$ cat config.mk
export PLATFORM = sky130hd
export DESIGN_NAME = lcd_driver_serial_frame_sender
export DESIGN_NICKNAME = d
export VERILOG_FILES = /design/src/hdl/lcdss_pkg.sv /design/src/hdl/lcd_driver_serial_frame_sender.sv
export SDC_FILE = /design/constraint.sdc
export NUM_CORES = 1
export LEC_CHECK = 0
export BUFFER_PORTS_ARGS = -buffer_cell sky130_fd_sc_hd__buf_2
export CORE_ASPECT_RATIO = 2
export CORE_MARGIN = 2
export CORE_UTILIZATION = 30
export CTS_CLUSTER_SIZE = 12
export DETAILED_ROUTE_END_ITERATION = 7
export PLACE_DENSITY = 0.57
export SKIP_LAST_GASP = 1
export SYNTH_ARGS = -nofsm -noshare
export SYNTH_HDL_FRONTEND = slang
export SYNTH_SLANG_ARGS = --single-unit
$ cat constraint.sdc
create_clock -name clock -period 5.8 [get_ports clock]
set_input_delay 0.29 -clock clock [delete_from_list [all_inputs] [get_ports clock]]
set_output_delay 0.29 -clock clock [all_outputs]
set_load 0.05 [all_outputs]
$ cat src/hdl/lcdss_pkg.sv
// Package for the LCD serial frame sender: command codes, state codes,
// field widths and frame ID patterns. No dependencies.
package lcdss_pkg;

   localparam int CMD_W   = 3;
   localparam int VALUE_W = 8;
   localparam int ADDR_W  = 7;
   localparam int WORD_W  = 10;
   localparam int COUNT_W = 4;

   // Input command codes
   typedef enum logic [CMD_W-1:0] {
      CMD_OPEN_CMD   = 3'd0,
      CMD_CMD_BYTE   = 3'd1,
      CMD_OPEN_WRITE = 3'd2,
      CMD_DATA_BYTE  = 3'd3,
      CMD_CLOSE      = 3'd4
   } cmd_type;

   // Sequencer states, one-hot
   typedef enum logic [1:0] {
      ST_IDLE = 2'b01,
      ST_SEND = 2'b10
   } state_type;

   // Frame ID patterns, sent first
   localparam logic [2:0] ID_COMMAND = 3'b100;
   localparam logic [2:0] ID_WRITE   = 3'b101;

   // Bit counts per command
   localparam logic [COUNT_W-1:0] N_ID       = 4'd3;
   localparam logic [COUNT_W-1:0] N_CMD_BYTE = 4'd9;
   localparam logic [COUNT_W-1:0] N_WRITE    = 4'd10;
   localparam logic [COUNT_W-1:0] N_DATA     = 4'd8;
   localparam logic [COUNT_W-1:0] N_CLOSE    = 4'd1;

endpackage

$ cat src/hdl/lcd_driver_serial_frame_sender.sv
// The first result of an item enters the output register once the sequencer
// is in its send state. An item gives n results, n being its result count
// (3 open command, 9 command byte, 10 open write, 8 data byte, 1 close);
// unused codes give none. A new item is taken only when idle. The single
// shift register emits one bit per cycle unless the output stalls.
// Synchronous active-high reset clears sequencer and output valid, not chip select.
// Top level: shift-register sequencer of the three-wire serial frame sender.
// Depends on lcdss_pkg.
module lcd_driver_serial_frame_sender
   import lcdss_pkg::*;
(
   input  logic               clock,
   input  logic               reset,
   input  logic               req_valid,
   output logic               req_ready,
   input  logic [CMD_W-1:0]   req_command,
   input  logic [VALUE_W-1:0] req_value,
   input  logic [ADDR_W-1:0]  req_address,
   output logic               rsp_valid,
   input  logic               rsp_ready,
   output logic               rsp_chip_select_n,
   output logic               rsp_strobe_res,
   output logic               rsp_data_bit,
   output logic               rsp_last
);

   state_type           state_ff, state_in;
   logic                selected_ff, selected_in;
   logic                close_ff, close_in;
   logic [WORD_W-1:0]   word_ff, word_in;
   logic [COUNT_W-1:0]  count_ff, count_in;
   logic                rsp_valid_ff, rsp_valid_in;
   logic                cs_n_ff, cs_n_in;
   logic                strobe_ff, strobe_in;
   logic                data_ff, data_in;
   logic                last_ff, last_in;
   logic                take;
   logic                emit;

   assign req_ready = (state_ff == ST_IDLE);
   assign take      = req_valid && req_ready;
   assign emit      = (state_ff == ST_SEND) && (!rsp_valid_ff || rsp_ready);

   // Sequencer: load the shift word on transfer, shift one bit per emit
   always_comb begin
      state_in    = state_ff;
      selected_in = selected_ff;
      close_in    = close_ff;
      word_in     = word_ff;
      count_in    = count_ff;
      unique case (state_ff)
         ST_IDLE: begin
            if (take) begin
               unique case (req_command)
                  CMD_OPEN_CMD: begin
                     selected_in = 1'b1;
                     close_in    = 1'b0;
                     word_in     = {ID_COMMAND, 7'd0};
                     count_in    = N_ID;
                     state_in    = ST_SEND;
                  end
                  CMD_CMD_BYTE: begin
                     close_in = 1'b0;
                     word_in  = {req_value, 2'b00};
                     count_in = N_CMD_BYTE;
                     state_in = ST_SEND;
                  end
                  CMD_OPEN_WRITE: begin
                     selected_in = 1'b1;
                     close_in    = 1'b0;
                     word_in     = {ID_WRITE, req_address};
                     count_in    = N_WRITE;
                     state_in    = ST_SEND;
                  end
                  CMD_DATA_BYTE: begin
                     close_in = 1'b0;
                     word_in  = {req_value, 2'b00};
                     count_in = N_DATA;
                     state_in = ST_SEND;
                  end
                  CMD_CLOSE: begin
                     selected_in = 1'b0;
                     close_in    = 1'b1;
                     word_in     = {1'b1, 9'd0};
                     count_in    = N_CLOSE;
                     state_in    = ST_SEND;
                  end
                  default: begin
                     // unused codes: no result, no state change
                  end
               endcase
            end
         end
         ST_SEND: begin
            if (emit) begin
               word_in  = {word_ff[WORD_W-2:0], 1'b0};
               count_in = count_ff - 1'b1;
               if (count_ff == 4'd1) begin
                  state_in = ST_IDLE;
               end
            end
         end
         default: state_in = ST_IDLE;
      endcase
   end

   // Output register: filled on emit, cleared when taken
   always_comb begin
      rsp_valid_in = rsp_valid_ff;
      cs_n_in      = cs_n_ff;
      strobe_in    = strobe_ff;
      data_in      = data_ff;
      last_in      = last_ff;
      if (emit) begin
         rsp_valid_in = 1'b1;
         cs_n_in      = close_ff | ~selected_ff;
         strobe_in    = ~close_ff;
         data_in      = word_ff[WORD_W-1];
         last_in      = (count_ff == 4'd1);
      end else if (rsp_ready) begin
         rsp_valid_in = 1'b0;
      end
   end

   always_ff @(posedge clock) begin
      if (reset) begin
         state_ff     <= ST_IDLE;
         selected_ff  <= 1'b0;
         count_ff     <= '0;
         rsp_valid_ff <= 1'b0;
      end else begin
         state_ff     <= state_in;
         selected_ff  <= selected_in;
         count_ff     <= count_in;
         rsp_valid_ff <= rsp_valid_in;
      end
   end

   // Payload registers
   always_ff @(posedge clock) begin
      close_ff  <= close_in;
      word_ff   <= word_in;
      cs_n_ff   <= cs_n_in;
      strobe_ff <= strobe_in;
      data_ff   <= data_in;
      last_ff   <= last_in;
   end

   assign rsp_valid         = rsp_valid_ff;
   assign rsp_chip_select_n = cs_n_ff;
   assign rsp_strobe_res    = strobe_ff;
   assign rsp_data_bit      = data_ff;
   assign rsp_last          = last_ff;

endmodule

==> impl_metrics.prom <==
# TYPE chip_impl_metric gauge
chip_impl_metric{name="overflow",unit=""} 0
chip_impl_metric{name="maximum_net_fanout_on_the_critical_path",unit=""} 24
chip_impl_metric{name="cts_inserted_buffers",unit=""} 3
chip_impl_metric{name="timing.final.crit_period",unit="ns"} 2.36
chip_impl_metric{name="clock_tree.htree_level_count",unit=""} 1
chip_impl_metric{name="worst_pin_slew",unit="ns"} 0.859
chip_impl_metric{name="detailroute.wirelength.met3",unit="um"} 91
chip_impl_metric{name="layout_worst_path_cycle_share",unit="%"} 40.7
chip_impl_metric{name="ys_seq_elements",unit=""} 23
chip_impl_metric{name="wirelength_routed",unit="mm"} 2.44
chip_impl_metric{name="num_rows",unit=""} 31
chip_impl_metric{name="postCtsResizedCells",unit=""} 0
chip_impl_metric{name="antenna_cells_inserted",unit=""} 0
chip_impl_metric{name="hold_viol",unit=""} 0
chip_impl_metric{name="clkTransAtPathRegs",unit="ns"} 0.08
chip_impl_metric{name="final.fill_count",unit=""} 394
chip_impl_metric{name="synth.net_count",unit=""} 134
chip_impl_metric{name="report.final.setup_viol",unit=""} 0
chip_impl_metric{name="ant_nets",unit=""} 0
chip_impl_info{name="setup_crit_end_kind",value="register"} 1
chip_impl_metric{name="storage_cell_area",unit="um2"} 611
chip_impl_metric{name="met2_wirelength",unit="mm"} 1.34
chip_impl_metric{name="design.final.nets",unit=""} 162
chip_impl_metric{name="multi_input_comb_area",unit="um2"} 485
chip_impl_metric{name="timing_max_transition_violations_final",unit=""} 0
chip_impl_info{name="routed.top_layer",value="met4"} 1
chip_impl_metric{name="max_freq",unit="GHz"} 0.424
chip_impl_info{name="rsz0062_at_grt",value="no"} 1
chip_impl_metric{name="detail_route.iter0.violations",unit=""} 30
chip_impl_metric{name="core_box_area",unit="mm2"} 0.00365
chip_impl_metric{name="whs_path_depth",unit=""} 2
chip_impl_metric{name="number_of_flip_flops_under_the_largest_register_name",unit=""} 10
chip_impl_info{name="cp-start-kind",value="register"} 1
chip_impl_metric{name="post-route-util",unit="%"} 37.4
chip_impl_metric{name="initial_utilization",unit="%"} 31.2
chip_impl_metric{name="total_power",unit="mW"} 0.373
chip_impl_info{name="largest-register",value="word_ff"} 1
chip_impl_metric{name="grt_pass1_vias",unit=""} 907
chip_impl_metric{name="place.port_buffers",unit=""} 27
chip_impl_metric{name="grt_antenna_before_repair",unit=""} 0
chip_impl_metric{name="syn-instance-count",unit=""} 108
chip_impl_info{name="clock_tree.root_cell",value="sky130_fd_sc_hd__clkbuf_8"} 1
chip_impl_metric{name="tritoncts_num_sinks",unit=""} 23
chip_impl_info{name="critical_r2r_launch",value="state_ff[0]"} 1
chip_impl_metric{name="grt_first_pass_wirelength",unit="mm"} 4.13
chip_impl_metric{name="register_area_share_after_synthesis",unit="%"} 53.6
chip_impl_metric{name="drive_above_1_share",unit="%"} 24.4
chip_impl_metric{name="yosys_warnings",unit=""} 0
chip_impl_metric{name="finalWeightedCongestion",unit=""} 0.837
chip_impl_metric{name="worst_ir_drop_vdd",unit="V"} 0.000131
chip_impl_metric{name="post_cts_buffers",unit=""} 0
chip_impl_metric{name="ys_types",unit=""} 35
chip_impl_metric{name="avgRoutedWirePerCell",unit="um"} 13.3
chip_impl_info{name="critical_path.endpoint",value="count_ff[0]"} 1
chip_impl_metric{name="pin_count_of_the_biggest_net_entering_global_routing",unit=""} 25
chip_impl_metric{name="cap_violations",unit=""} 0
chip_impl_metric{name="power_leakage",unit="nW"} 0.539
chip_impl_info{name="tritoncts_clock_tree",value="yes"} 1
chip_impl_metric{name="drt_first_pass_iters",unit=""} 4
chip_impl_info{name="worstHoldPathType",value="input port to register"} 1
chip_impl_metric{name="syn2layout_area_growth",unit="%"} 19.8
chip_impl_metric{name="drcViolationCount",unit=""} 0
chip_impl_info{name="regs_by_ff_count",value="word_ff (10), count_ff (4), state_ff (2)"} 1
chip_impl_metric{name="cell_count_of_the_worst_reg_to_reg_path",unit=""} 6
chip_impl_metric{name="postPlaceCellArea",unit="mm2"} 0.00132
chip_impl_info{name="run_status",value="finished, final reports clean"} 1
chip_impl_info{name="setup.worst_path.class",value="register to register"} 1
chip_impl_metric{name="postSynthAreaPerCell",unit="um2"} 10.5
chip_impl_metric{name="dp_hpwl",unit="mm"} 1.87
chip_impl_info{name="synth_top_flop_cell",value="sky130_fd_sc_hd__edfxtp_1"} 1
chip_impl_metric{name="slew_headroom",unit="%"} 42.3
chip_impl_info{name="r2r-end",value="count_ff[0]"} 1
chip_impl_metric{name="met1Wirelength",unit="um"} 962
chip_impl_metric{name="regToRegSetupSlack",unit="ns"} 3.44
chip_impl_metric{name="crit_arrival",unit="ns"} 2.54
chip_impl_metric{name="chipHeight",unit="um"} 91.1
chip_impl_metric{name="async_reset_ff_share",unit="%"} 0
chip_impl_metric{name="setup-tns-final",unit="ns"} 0
chip_impl_metric{name="netlist_area",unit="mm2"} 0.00114
chip_impl_info{name="setup.worst_path.start",value="state_ff[0]"} 1
chip_impl_metric{name="numPlacedInstances",unit=""} 180
chip_impl_metric{name="timing.critical_path.required",unit="ns"} 5.98
chip_impl_metric{name="power-per-cell-area",unit="mW/mm2"} 274
chip_impl_metric{name="clk_latency",unit="ns"} 0.26
chip_impl_metric{name="cts.path.max_buffers",unit=""} 2
chip_impl_info{name="layout_commonest_cell",value="sky130_fd_sc_hd__buf_2"} 1
chip_impl_metric{name="grt_util_all_layers",unit="%"} 13.1
chip_impl_metric{name="layoutNonFillerInstCount",unit=""} 184
chip_impl_metric{name="route.vias.total",unit=""} 878
chip_impl_metric{name="final_area",unit="mm2"} 0.00136
chip_impl_metric{name="detail_route.vias_per_cell",unit=""} 4.77
chip_impl_metric{name="synth-edff-count",unit=""} 15
chip_impl_metric{name="num_io_pins",unit=""} 28
chip_impl_metric{name="total_die_area",unit="mm2"} 0.00433
chip_impl_metric{name="die_w",unit="um"} 47.6
chip_impl_info{name="most_used_cells_in_the_layout_excluding_fill_and_tap_cells",value="sky130_fd_sc_hd__buf_2 (27), sky130_fd_sc_hd__edfxtp_1 (15), sky130_fd_sc_hd__nand2_1 (11)"} 1
chip_impl_metric{name="fin_skew",unit="ns"} 0.00335
chip_impl_metric{name="cts_hold_buffers",unit=""} 0
[layer usage]
| layer | vias to the layer above | global-route usage, % |
|---|---|---|
| li1 | 452 | - |
| met1 | 404 | 14.6 |
| met2 | 18 | 22.0 |
| met3 | 4 | 2.39 |
| met4 | 0 | 6.98 |
| met5 | - | 0 |
[cells in the mapped netlist, types with 2 or more instances]
cell                       number  area, um2
sky130_fd_sc_hd__nor3_1         4       20.0
sky130_fd_sc_hd__and3_1         2       12.5
sky130_fd_sc_hd__a211oi_1       2       15.0
sky130_fd_sc_hd__nand3_1        2       10.0
sky130_fd_sc_hd__edfxtp_1      15        450
sky130_fd_sc_hd__dfxtp_1        8        160
sky130_fd_sc_hd__inv_1          7       26.3
sky130_fd_sc_hd__ha_1           4       50.1
sky130_fd_sc_hd__nor2b_1        3       18.8
sky130_fd_sc_hd__o21ai_0        8       40.0
sky130_fd_sc_hd__nand2_1       11       41.3
sky130_fd_sc_hd__clkbuf_1       3       11.3
sky130_fd_sc_hd__nor3b_1        2       15.0
sky130_fd_sc_hd__a21oi_1        4       20.0
sky130_fd_sc_hd__nor2_1         9       33.8
sky130_fd_sc_hd__a22oi_1        5       37.5
[worst min-delay path by stage]
stage	startpoint	to	slack [ns]
after global placement	word_ff[9]	rsp_data_bit	0.42
after global routing	reset	count_ff[2]	0.32
after CTS	reset	count_ff[2]	0.31
final	reset	count_ff[2]	0.31
after floorplan	word_ff[9]	rsp_data_bit	0.40
after detailed placement	word_ff[9]	rsp_data_bit	0.42
[metrics by stage]
stage | setup slack [ns] | hold slack, ns
after global placement | 3.52 | 0.422
after global routing | 3.22 | 0.319
after CTS | 3.42 | 0.310
final | 3.44 | 0.309
after floorplan | 3.80 | 0.400
after detailed placement | 3.44 | 0.418
[critical path, stage by stage, from the launching register on]
cell and delay, ns:
sky130_fd_sc_hd__dfxtp_1 0.37, sky130_fd_sc_hd__inv_1 0.06, sky130_fd_sc_hd__ha_1 0.44, sky130_fd_sc_hd__and3b_1 0.32, sky130_fd_sc_hd__nor4_4 0.76, sky130_fd_sc_hd__nor2_1 0.09
sky130_fd_sc_hd__a211oi_1 0.24
[report_power, final]
part           leakage [nW]  internal, mW  switching, mW
logic                 0.312        0.0284         0.0437
registers             0.205         0.195        0.00793
clock network        0.0228        0.0490         0.0492
[cells by family (layout without fill, tap and decap cells)]
family,Yosys count,in the layout,synth area share [%]
AND/OR/NAND/NOR,39,39,18.1
AO/OA/AOI/OAI,29,29,18.4
flip-flops,23,23,53.6
buffers and inverters,11,38,3.74
adder cells (fa/ha/maj),4,4,4.40
XOR/XNOR,1,1,0.769
multiplexers,1,1,0.989
[cell type report]
cell class | instances | area share [%]
clock buffer | 4 | 3.30
sequential | 23 | 44.8
inverter | 7 | 1.93
multi-input combinational | 74 | 35.6
timing repair buffer | 27 | 9.91
tap | 49 | 4.50
Note: power is estimated with default switching activity, not from simulation.
